$ cat config.mk
export PLATFORM = sky130hd
export DESIGN_NAME = bmp24_stream_encoder_unit
export DESIGN_NICKNAME = d
export VERILOG_FILES = /design/src/bmp24_pkg.sv /design/src/bmp24_front.sv /design/src/bmp24_queue.sv /design/src/bmp24_back.sv /design/src/bmp24_stream_encoder_unit.sv
export SDC_FILE = /design/constraint.sdc
export NUM_CORES = 1
export LEC_CHECK = 0
export BUFFER_PORTS_ARGS = -buffer_cell sky130_fd_sc_hd__buf_2
export CAP_MARGIN = 15
export CORE_MARGIN = 3
export CORE_UTILIZATION = 55
export DETAILED_ROUTE_END_ITERATION = 8
export PLACE_DENSITY_LB_ADDON = 0.08
export SETUP_SLACK_MARGIN = 0.2
export SLEW_MARGIN = 20
export SYNTH_ARGS = -nofsm -noshare
export SYNTH_HDL_FRONTEND = slang
export SYNTH_HIERARCHICAL = 1
export SYNTH_SLANG_ARGS = --single-unit
$ cat constraint.sdc
create_clock -name clock -period 12.7 [get_ports clock]
set_clock_uncertainty 0.05 [all_clocks]
set_input_delay 1.27 -clock clock [delete_from_list [all_inputs] [get_ports clock]]
set_output_delay 1.27 -clock clock [all_outputs]
set_load 0.02 [all_outputs]
$ cat src/bmp24_pkg.sv
// bmp24_pkg: shared types, codes and header helpers for the bmp24 stream encoder
// no dependencies; used by every module of the block
package bmp24_pkg;

   // register indexes on the csr port
   localparam logic [1:0] CSR_WIDTH    = 2'd0;
   localparam logic [1:0] CSR_HEIGHT   = 2'd1;
   localparam logic [1:0] CSR_CHANNELS = 2'd2;

   // channel count codes (zero and three both mean red-green-blue)
   localparam logic [1:0] CH_GREY = 2'd1;
   localparam logic [1:0] CH_RG   = 2'd2;
   localparam logic [1:0] CH_RGB  = 2'd3;

   // widths of the configuration registers and dimension arithmetic
   localparam int CFG_DIM_W = 13;
   localparam int DIM_W     = 16;
   localparam int ROW_W     = 18;

   // header layout
   localparam int          HDR_BYTES = 54;
   localparam logic [5:0]  HDR_LAST_IDX = 6'd53;
   localparam logic [5:0]  PIX_LAST_IDX = 6'd2;
   localparam logic [31:0] HDR_BYTES32  = 32'd54;
   localparam logic [5:0]  OFS_FILE   = 6'h02;
   localparam logic [5:0]  OFS_OFFSET = 6'h0A;
   localparam logic [5:0]  OFS_INFO   = 6'h0E;
   localparam logic [5:0]  OFS_WIDTH  = 6'h12;
   localparam logic [5:0]  OFS_HEIGHT = 6'h16;
   localparam logic [5:0]  OFS_PLANES = 6'h1A;
   localparam logic [5:0]  OFS_BPP    = 6'h1C;
   localparam logic [5:0]  OFS_DATA   = 6'h22;
   localparam logic [5:0]  OFS_XRES   = 6'h27;
   localparam logic [5:0]  OFS_YRES   = 6'h2B;

   // one classified pixel waiting for the back end
   typedef struct packed {
      logic [7:0] byte0;
      logic [7:0] byte1;
      logic [7:0] byte2;
      logic       hdr;
      logic [1:0] pad;
      logic       eof;
   } pix_entry_type;

   // header fields handed to the back end
   typedef struct packed {
      logic [DIM_W-1:0] width;
      logic [DIM_W-1:0] height;
      logic [31:0]      data_size;
      logic [31:0]      total_len;
   } hdr_info_type;

   // back end phase within one queue entry
   typedef enum logic [1:0] {
      BK_START,
      BK_HDR,
      BK_PIX,
      BK_PAD
   } back_state_type;

   // clamp a dimension register to 1..maxv
   function automatic logic [DIM_W-1:0] clamp_dim(logic [CFG_DIM_W-1:0] v,
                                                   logic [DIM_W-1:0] maxv);
      logic [DIM_W-1:0] ext;
      ext = DIM_W'(v);
      if (ext == '0)
         return DIM_W'(1);
      else if (ext > maxv)
         return maxv;
      else
         return ext;
   endfunction

   // byte of a 32-bit little-endian field at offset base
   function automatic logic [7:0] le_byte(logic [31:0] v, logic [5:0] idx,
                                          logic [5:0] base);
      logic [5:0] rel;
      rel = idx - base;
      return v[8*rel[1:0] +: 8];
   endfunction

   // header byte at a given index
   function automatic logic [7:0] hdr_byte(logic [5:0] idx, hdr_info_type info);
      logic [7:0] b;
      b = 8'h00;
      if (idx == 6'd0)
         b = 8'h42;
      else if (idx == 6'd1)
         b = 8'h4D;
      else if (idx >= OFS_FILE && idx < OFS_FILE + 6'd4)
         b = le_byte(info.total_len, idx, OFS_FILE);
      else if (idx == OFS_OFFSET)
         b = 8'h36;
      else if (idx == OFS_INFO)
         b = 8'h28;
      else if (idx >= OFS_WIDTH && idx < OFS_WIDTH + 6'd4)
         b = le_byte(32'(info.width), idx, OFS_WIDTH);
      else if (idx >= OFS_HEIGHT && idx < OFS_HEIGHT + 6'd4)
         b = le_byte(32'(info.height), idx, OFS_HEIGHT);
      else if (idx == OFS_PLANES)
         b = 8'd1;
      else if (idx == OFS_BPP)
         b = 8'd24;
      else if (idx >= OFS_DATA && idx < OFS_DATA + 6'd4)
         b = le_byte(info.data_size, idx, OFS_DATA);
      else if (idx == OFS_XRES || idx == OFS_YRES)
         b = 8'd1;
      return b;
   endfunction

endpackage

$ cat src/bmp24_front.sv
// bmp24_front: accepts pixels, orders their bytes and tracks column, row and header state
// depends on bmp24_pkg
module bmp24_front
   import bmp24_pkg::*;
#(
   parameter int CW = 13,
   parameter int RW = 13
) (
   input  logic                clock,
   input  logic                reset,
   input  logic                req_tvalid,
   output logic                req_tready,
   input  logic [23:0]         req_tdata,
   input  logic [DIM_W-1:0]    width,
   input  logic [DIM_W-1:0]    height,
   input  logic [1:0]          channel_count,
   input  logic                q_full,
   output logic                q_push,
   output pix_entry_type       q_entry
);

   logic [CW-1:0] col_ff, col_in;
   logic [RW-1:0] row_ff, row_in;
   logic          hdr_done_ff, hdr_done_in;
   logic [CW:0]   col_inc;
   logic [RW:0]   row_inc;
   logic          row_end, frame_end;
   logic [7:0]    red, green, blue;

   assign red   = req_tdata[7:0];
   assign green = req_tdata[15:8];
   assign blue  = req_tdata[23:16];

   assign req_tready = !q_full;
   assign q_push     = req_tvalid && req_tready;

   // end of row and end of frame checks
   assign col_inc   = {1'b0, col_ff} + (CW+1)'(1);
   assign row_inc   = {1'b0, row_ff} + (RW+1)'(1);
   assign row_end   = 17'(col_inc) >= 17'(width);
   assign frame_end = row_end && (17'(row_inc) >= 17'(height));

   // byte order for the back end
   always_comb begin
      case (channel_count)
         CH_GREY: begin
            q_entry.byte0 = red;
            q_entry.byte1 = red;
            q_entry.byte2 = red;
         end
         CH_RG: begin
            q_entry.byte0 = 8'h00;
            q_entry.byte1 = green;
            q_entry.byte2 = red;
         end
         default: begin
            q_entry.byte0 = blue;
            q_entry.byte1 = green;
            q_entry.byte2 = red;
         end
      endcase
      q_entry.hdr = !hdr_done_ff;
      q_entry.pad = row_end ? width[1:0] : 2'd0;
      q_entry.eof = frame_end;
   end

   // next counter values
   always_comb begin
      col_in      = col_ff;
      row_in      = row_ff;
      hdr_done_in = hdr_done_ff;
      if (q_push) begin
         hdr_done_in = !frame_end;
         if (row_end) begin
            col_in = '0;
            row_in = frame_end ? '0 : row_inc[RW-1:0];
         end else begin
            col_in = col_inc[CW-1:0];
         end
      end
   end

   always_ff @(posedge clock) begin
      if (reset) begin
         col_ff      <= '0;
         row_ff      <= '0;
         hdr_done_ff <= 1'b0;
      end else begin
         col_ff      <= col_in;
         row_ff      <= row_in;
         hdr_done_ff <= hdr_done_in;
      end
   end

endmodule

$ cat src/bmp24_queue.sv
// bmp24_queue: two-entry register queue between the front and back ends
// depends on bmp24_pkg
module bmp24_queue
   import bmp24_pkg::*;
(
   input  logic          clock,
   input  logic          reset,
   input  logic          push,
   input  pix_entry_type push_entry,
   output logic          full,
   input  logic          pop,
   output logic          head_valid,
   output pix_entry_type head
);

   localparam int DEPTH = 2;
   localparam int AW    = $clog2(DEPTH);

   pix_entry_type     slot_ff [DEPTH];
   logic [AW-1:0]     wr_ptr_ff, wr_ptr_in;
   logic [AW-1:0]     rd_ptr_ff, rd_ptr_in;
   logic [AW:0]       count_ff, count_in;

   assign full       = count_ff == (AW+1)'(DEPTH);
   assign head_valid = count_ff != '0;
   assign head       = slot_ff[rd_ptr_ff];

   // pointer and fill bookkeeping
   always_comb begin
      wr_ptr_in = push ? wr_ptr_ff + AW'(1) : wr_ptr_ff;
      rd_ptr_in = pop ? rd_ptr_ff + AW'(1) : rd_ptr_ff;
      count_in  = count_ff + (AW+1)'(push) - (AW+1)'(pop);
   end

   always_ff @(posedge clock) begin
      if (reset) begin
         wr_ptr_ff <= '0;
         rd_ptr_ff <= '0;
         count_ff  <= '0;
      end else begin
         wr_ptr_ff <= wr_ptr_in;
         rd_ptr_ff <= rd_ptr_in;
         count_ff  <= count_in;
      end
   end

   // entry storage
   always_ff @(posedge clock) begin
      if (push)
         slot_ff[wr_ptr_ff] <= push_entry;
   end

   a_count_bound: assert property (@(posedge clock) disable iff (reset)
      count_ff <= (AW+1)'(DEPTH))
      else $error("queue fill beyond depth");

   a_no_underflow: assert property (@(posedge clock) disable iff (reset)
      pop |-> count_ff != '0)
      else $error("queue popped while empty");

   a_push_grows: assert property (@(posedge clock) disable iff (reset)
      push && !pop |=> count_ff == $past(count_ff) + (AW+1)'(1))
      else $error("queue fill did not grow on push");

endmodule

$ cat src/bmp24_back.sv
// bmp24_back: sends header, pixel and padding bytes one beat a cycle while the receiver is ready and an entry waits
// depends on bmp24_pkg
module bmp24_back
   import bmp24_pkg::*;
(
   input  logic          clock,
   input  logic          reset,
   input  logic          head_valid,
   input  pix_entry_type head,
   output logic          pop,
   input  hdr_info_type  info,
   output logic          rsp_tvalid,
   input  logic          rsp_tready,
   output logic [7:0]    rsp_tdata,   // out_byte[7:0]
   output logic          rsp_tlast,   // run_last
   output logic          rsp_tuser    // frame_last
);

   back_state_type state_ff, state_in, phase;
   logic [5:0]     idx_ff, idx_in, cur_idx;
   logic           load;
   logic           done;
   logic [7:0]     byte_val;
   logic           valid_ff;
   logic [7:0]     data_ff;
   logic           last_ff, eof_ff;

   // output register loads if an entry waits and it is free or drained
   assign load = head_valid && (!valid_ff || rsp_tready);

   // phase of the byte at hand
   always_comb begin
      if (state_ff == BK_START) begin
         phase   = head.hdr ? BK_HDR : BK_PIX;
         cur_idx = '0;
      end else begin
         phase   = state_ff;
         cur_idx = idx_ff;
      end
   end

   // next state
   always_comb begin
      state_in = state_ff;
      idx_in   = idx_ff;
      done     = 1'b0;
      case (phase)
         BK_HDR: begin
            if (cur_idx == HDR_LAST_IDX) begin
               state_in = BK_PIX;
               idx_in   = '0;
            end else begin
               state_in = BK_HDR;
               idx_in   = cur_idx + 6'd1;
            end
         end
         BK_PIX: begin
            if (cur_idx == PIX_LAST_IDX) begin
               if (head.pad != 2'd0) begin
                  state_in = BK_PAD;
                  idx_in   = '0;
               end else begin
                  state_in = BK_START;
                  done     = 1'b1;
               end
            end else begin
               state_in = BK_PIX;
               idx_in   = cur_idx + 6'd1;
            end
         end
         BK_PAD: begin
            if (cur_idx == 6'(head.pad) - 6'd1) begin
               state_in = BK_START;
               done     = 1'b1;
            end else begin
               state_in = BK_PAD;
               idx_in   = cur_idx + 6'd1;
            end
         end
         default: begin
            state_in = BK_START;
         end
      endcase
   end

   // byte value
   always_comb begin
      case (phase)
         BK_HDR:  byte_val = hdr_byte(cur_idx, info);
         BK_PIX: begin
            case (cur_idx[1:0])
               2'd0:    byte_val = head.byte0;
               2'd1:    byte_val = head.byte1;
               default: byte_val = head.byte2;
            endcase
         end
         default: byte_val = 8'h00;
      endcase
   end

   assign pop = load && done;

   always_ff @(posedge clock) begin
      if (reset) begin
         state_ff <= BK_START;
         idx_ff   <= '0;
         valid_ff <= 1'b0;
      end else begin
         if (load) begin
            state_ff <= state_in;
            idx_ff   <= idx_in;
            valid_ff <= 1'b1;
         end else if (rsp_tready) begin
            valid_ff <= 1'b0;
         end
      end
   end

   // output payload
   always_ff @(posedge clock) begin
      if (load) begin
         data_ff <= byte_val;
         last_ff <= done;
         eof_ff  <= done && head.eof;
      end
   end

   assign rsp_tvalid = valid_ff;
   assign rsp_tdata  = data_ff;
   assign rsp_tlast  = last_ff;
   assign rsp_tuser  = eof_ff;

   a_eof_is_last: assert property (@(posedge clock) disable iff (reset)
      rsp_tvalid && rsp_tuser |-> rsp_tlast)
      else $error("frame end beat without run end");

   a_hdr_index: assert property (@(posedge clock) disable iff (reset)
      state_ff == BK_HDR |-> idx_ff <= HDR_LAST_IDX)
      else $error("header index out of range");

   a_pad_index: assert property (@(posedge clock) disable iff (reset)
      state_ff == BK_PAD |-> head_valid && idx_ff < 6'(head.pad))
      else $error("padding index beyond row padding");

endmodule

$ cat src/bmp24_stream_encoder_unit.sv
// bmp24_stream_encoder_unit: pixel stream in, 24-bit BMP byte stream out
// path: an accepted pixel is registered in the queue, then its bytes in the output register,
// one byte per cycle while the receiver is ready and the queue holds an entry; 3 bytes per pixel,
// plus 54 for a header and 0 to 3 for row padding, through the single-byte port of the back end
// reset: synchronous, clears counters and queue, registers to width 1, height 1, three channels
// depends on bmp24_pkg, bmp24_front, bmp24_queue, bmp24_back
module bmp24_stream_encoder_unit
   import bmp24_pkg::*;
#(
   parameter int MAX_WIDTH  = 4096,
   parameter int MAX_HEIGHT = 4096
) (
   input  logic                 clock,
   input  logic                 reset,
   input  logic                 req_tvalid,
   output logic                 req_tready,
   input  logic [23:0]          req_tdata,   // red_value[7:0], green_value[15:8], blue_value[23:16]
   output logic                 rsp_tvalid,
   input  logic                 rsp_tready,
   output logic [7:0]           rsp_tdata,   // out_byte[7:0]
   output logic                 rsp_tlast,   // run_last
   output logic                 rsp_tuser,   // frame_last
   input  logic                 csr_wen,
   input  logic [1:0]           csr_index,
   input  logic [CFG_DIM_W-1:0] csr_wdata
);

   localparam int CW = $clog2(MAX_WIDTH + 1);
   localparam int RW = $clog2(MAX_HEIGHT + 1);
   localparam logic [DIM_W-1:0] MAX_W16 = DIM_W'(MAX_WIDTH);
   localparam logic [DIM_W-1:0] MAX_H16 = DIM_W'(MAX_HEIGHT);

   logic [CFG_DIM_W-1:0] width_ff, height_ff;
   logic [1:0]           chan_ff;
   logic [DIM_W-1:0]     w_clamp, h_clamp;
   logic [DIM_W-1:0]     w_s1_ff, h_s1_ff;
   logic [ROW_W-1:0]     row_bytes_s1_ff;
   logic [DIM_W-1:0]     w_s2_ff, h_s2_ff;
   logic [31:0]          data_s2_ff;
   hdr_info_type         info_ff;
   logic                 q_full, q_push, q_pop, q_head_valid;
   pix_entry_type        q_entry, q_head;

   // configuration registers
   always_ff @(posedge clock) begin
      if (reset) begin
         width_ff  <= CFG_DIM_W'(1);
         height_ff <= CFG_DIM_W'(1);
         chan_ff   <= CH_RGB;
      end else if (csr_wen) begin
         case (csr_index)
            CSR_WIDTH:    width_ff  <= csr_wdata;
            CSR_HEIGHT:   height_ff <= csr_wdata;
            CSR_CHANNELS: chan_ff   <= csr_wdata[1:0];
            default:      ;
         endcase
      end
   end

   assign w_clamp = clamp_dim(width_ff, MAX_W16);
   assign h_clamp = clamp_dim(height_ff, MAX_H16);

   // header size pipeline: row bytes, then data size, then file size
   always_ff @(posedge clock) begin
      w_s1_ff         <= w_clamp;
      h_s1_ff         <= h_clamp;
      row_bytes_s1_ff <= ROW_W'(w_clamp) * ROW_W'(3) + ROW_W'(w_clamp[1:0]);
      w_s2_ff         <= w_s1_ff;
      h_s2_ff         <= h_s1_ff;
      data_s2_ff      <= 32'(row_bytes_s1_ff * h_s1_ff);
      info_ff.width     <= w_s2_ff;
      info_ff.height    <= h_s2_ff;
      info_ff.data_size <= data_s2_ff;
      info_ff.total_len <= data_s2_ff + HDR_BYTES32;
   end

   bmp24_front #(
      .CW (CW),
      .RW (RW)
   ) u_front (
      .clock         (clock),
      .reset         (reset),
      .req_tvalid    (req_tvalid),
      .req_tready    (req_tready),
      .req_tdata     (req_tdata),
      .width         (w_clamp),
      .height        (h_clamp),
      .channel_count (chan_ff),
      .q_full        (q_full),
      .q_push        (q_push),
      .q_entry       (q_entry)
   );

   bmp24_queue u_queue (
      .clock      (clock),
      .reset      (reset),
      .push       (q_push),
      .push_entry (q_entry),
      .full       (q_full),
      .pop        (q_pop),
      .head_valid (q_head_valid),
      .head       (q_head)
   );

   bmp24_back u_back (
      .clock      (clock),
      .reset      (reset),
      .head_valid (q_head_valid),
      .head       (q_head),
      .pop        (q_pop),
      .info       (info_ff),
      .rsp_tvalid (rsp_tvalid),
      .rsp_tready (rsp_tready),
      .rsp_tdata  (rsp_tdata),
      .rsp_tlast  (rsp_tlast),
      .rsp_tuser  (rsp_tuser)
   );

endmodule

==> flow_summary.ini <==
[run_status]
outcome = complete, no violations

[cells_and_area]
finish.net_count = 2432
final_cell_mix = inv_1, dfxtp_1, nand2_1, ha_1, fa_1
area_growth_pct = 8.27
layout-drive-gt1-share_pct = 8.88
final_common_cell = inv_1
antenna_cells = 0

[sta]
fin_crit_sh_pct = 48.8
holdWs_ps = 275
slew_headroom_pct = 25.8
maxSlewViolCount = 0
worst_pin_slew_ps = 1110
post-route-min-period_ps = 6200
fin_setup_tns_ps = 0
fmax_mhz = 161
finalHoldViolCount = 0
setup_violations = 0
rsz0062_at_grt = false

[synth]
ys_types = 93
synth-edff-count = 66
async_flop_share_pct = 0
syn_area_um2 = 20100
ys_warn_count = 6
synth-seq-cells = 315
synth_seq_area_share_pct = 34.7
postSynthAreaPerCell_um2 = 9.72
syn_inst = 2068
synth_ff_type = dfxtp_1

[global_routing]
grt_antenna_before_repair = 0
grt.total_usage_pct = 24.5
grt_overflow = 0
grt_pass1_wl_um = 76400
grt_max_degree = 77
grt_pass1_vias = 14600

[cts]
hold_buffers = 0
cts_buffers = 35
clk_pin_slew_ps = 70
clock_sink_count = 315
ctsResizeCount = 0
clk_path_buf_depth = 3
post_cts_buffers = 0
cts_htree_levels = 2
clock-root-buffer = clkbuf_16
tritoncts = done
clock_latency_ps = 530

[worst_hold_path]
hold_path_class = reg -> reg
hp-start = w_s1_ff[3]

[die]
coreArea_um2 = 35800
die_width_um = 197
dieArea_um2 = 38900
die_y_um = 197
pin_count = 56
start_util_pct = 56.1
num_rows = 69

[placement]
port_buffers = 55
gp_congestion = 0.905
hpwlAfterDp_um = 35000

[drt]
drt-initial-drc-count = 887
final_antenna_net_count = 0
wirelength_um = 46800
routed_via_density = 5.61
wl_per_cell_um = 18.2
drt_pass1_iterations = 5
drc_errors = 0
vias = 14500

[critical_path]
crit_top_cell = fa_1
cp_cell_sequence = and2_1 -> fa_1 -> inv_1 -> fa_1 -> fa_1 -> fa_1 -> inv_1 -> fa_1 -> inv_1 -> fa_1 -> inv_1 -> ha_1 -> a211o_1 -> a211oi_4 -> a2111oi_4 -> a2111oi_4 -> a21oi_2 -> o311ai_2
path_max_fanout = 15
cpMaxStageDelayCell = dfxtp_1
timing.critical_path.from = h_s1_ff[5]
start_kind = register
required_ps = 13070
cp.arrival_ps = 6570
cpPeakStageDelay_ps = 740
crit_type = reg -> reg
end_kind = register
r2r-start = h_s1_ff[5]

[flow_run]
drv_cap = 0

[power_and_ir_drop]
power_density_nw_per_um2 = 117
leakage_nw = 9.68
irDropWorstVdd_mv = 0.0852
## cell families after synthesis
group	Yosys count	share of synthesized area, %
AND/OR/NAND/NOR	617	15.5
other	1	0.0187
adder cells (fa/ha/maj)	296	23.4
XOR/XNOR	82	3.64
multiplexers	51	3.30
AO/OA/AOI/OAI	348	12.3
buffers and inverters	358	7.30
flip-flops	315	34.7
## metrics by stage
| stage | util, % | area [µm²] | std cells | setup WS [ps] | total power (W) |
|---|---|---|---|---|---|
| floorplan | - | 20200 | 2086 | 6920 | 0.00144 |
| detailed placement | 57.5 | 20600 | 2516 | 6590 | 0.00156 |
| global route | 60.7 | 21800 | 2578 | 6250 | 0.00266 |
| finish | 60.7 | 21800 | 2578 | 6500 | 0.00255 |
| global placement | 57.5 | 20600 | 2516 | 6700 | 0.00155 |
| CTS | 60.7 | 21800 | 2578 | 6590 | 0.00257 |
## routing by layer
| metal | up-vias | track usage [%] | part of all wire (%) |
|---|---|---|---|
| li1 | 7008 | - | - |
| met1 | 6930 | 35.0 | 46 |
| met2 | 449 | 39.6 | 46 |
| met3 | 73 | 3.21 | 5.8 |
| met4 | 0 | 6.60 | 2.3 |
| met5 | - | 0 | 0 |
## report_power, final
group | switching [W] | internal, W | leakage, nW | total [W]
registers | 0.0000587 | 0.00111 | 2.65 | 0.00117
clock network | 0.000402 | 0.000607 | 0.555 | 0.00101
logic | 0.000224 | 0.000144 | 6.47 | 0.000368
## layout make-up
type,count,area [µm²]
Clock inverter,14,164
Inverter,263,987
Timing Repair Buffer,64,343
Tap cell,461,577
Fill cell,3083,14100
Clock buffer,48,986
Sequential cell,315,6970
Multi-Input combinational cell,1413,11700
## synth_stat cells (8+ instances only)
master | instances | area [µm²]
a211oi_1 | 22 | 165
a21o_1 | 20 | 150
a21oi_1 | 99 | 495
a221o_1 | 9 | 90.1
a22o_1 | 17 | 149
a31oi_1 | 19 | 119
and2_1 | 94 | 588
and3_1 | 22 | 138
buf_2 | 10 | 50.1
buf_4 | 9 | 67.6
clkbuf_1 | 64 | 240
dfxtp_1 | 249 | 4980
edfxtp_1 | 66 | 1980
fa_1 | 132 | 2640
ha_1 | 164 | 2050
inv_1 | 260 | 976
mux2_2 | 12 | 135
mux2_4 | 20 | 300
mux2i_1 | 16 | 160
nand2_1 | 220 | 826
nand2b_1 | 15 | 93.8
nand3_1 | 50 | 250
nand4_1 | 18 | 113
nor2_1 | 69 | 259
nor2b_1 | 42 | 263
nor3_1 | 20 | 100
nor4_1 | 11 | 68.8
o21a_1 | 11 | 82.6
o21ai_0 | 42 | 210
o22ai_1 | 15 | 93.8
o32ai_1 | 8 | 70.1
or3_1 | 15 | 93.8
xnor2_1 | 51 | 447
xor2_1 | 30 | 263
## critical path, delay by kind of cell, from the launching register on
family | cells | cell delay (ps)
AND/OR/NAND/NOR | 1 | 250
AO/OA/AOI/OAI | 6 | 1560
flip-flops | 1 | 740
buffers and inverters | 4 | 260
adder cells (fa/ha/maj) | 7 | 3260
## final timing paths
check,to,slack (ps),depth (start not counted)
min reg2reg,w_s2_ff[3],270,0
min,w_s2_ff[3],270,0
max,data_s2_ff[25],6500,18
max reg2reg,data_s2_ff[25],6500,18
## state kept, by name (all words and copies together) (netlist names), 13 cells and up, named ones only
name,flops
w_s1_ff,13
u_queue/slot_ff,56
u_front/col_ff,13
row_bytes_s1_ff,14
h_s1_ff,13
h_s2_ff,13
w_s2_ff,13
height_ff,13
info_ff,85
data_s2_ff,29
u_front/row_ff,13
width_ff,13
Note: power is estimated with default switching activity, not from simulation.
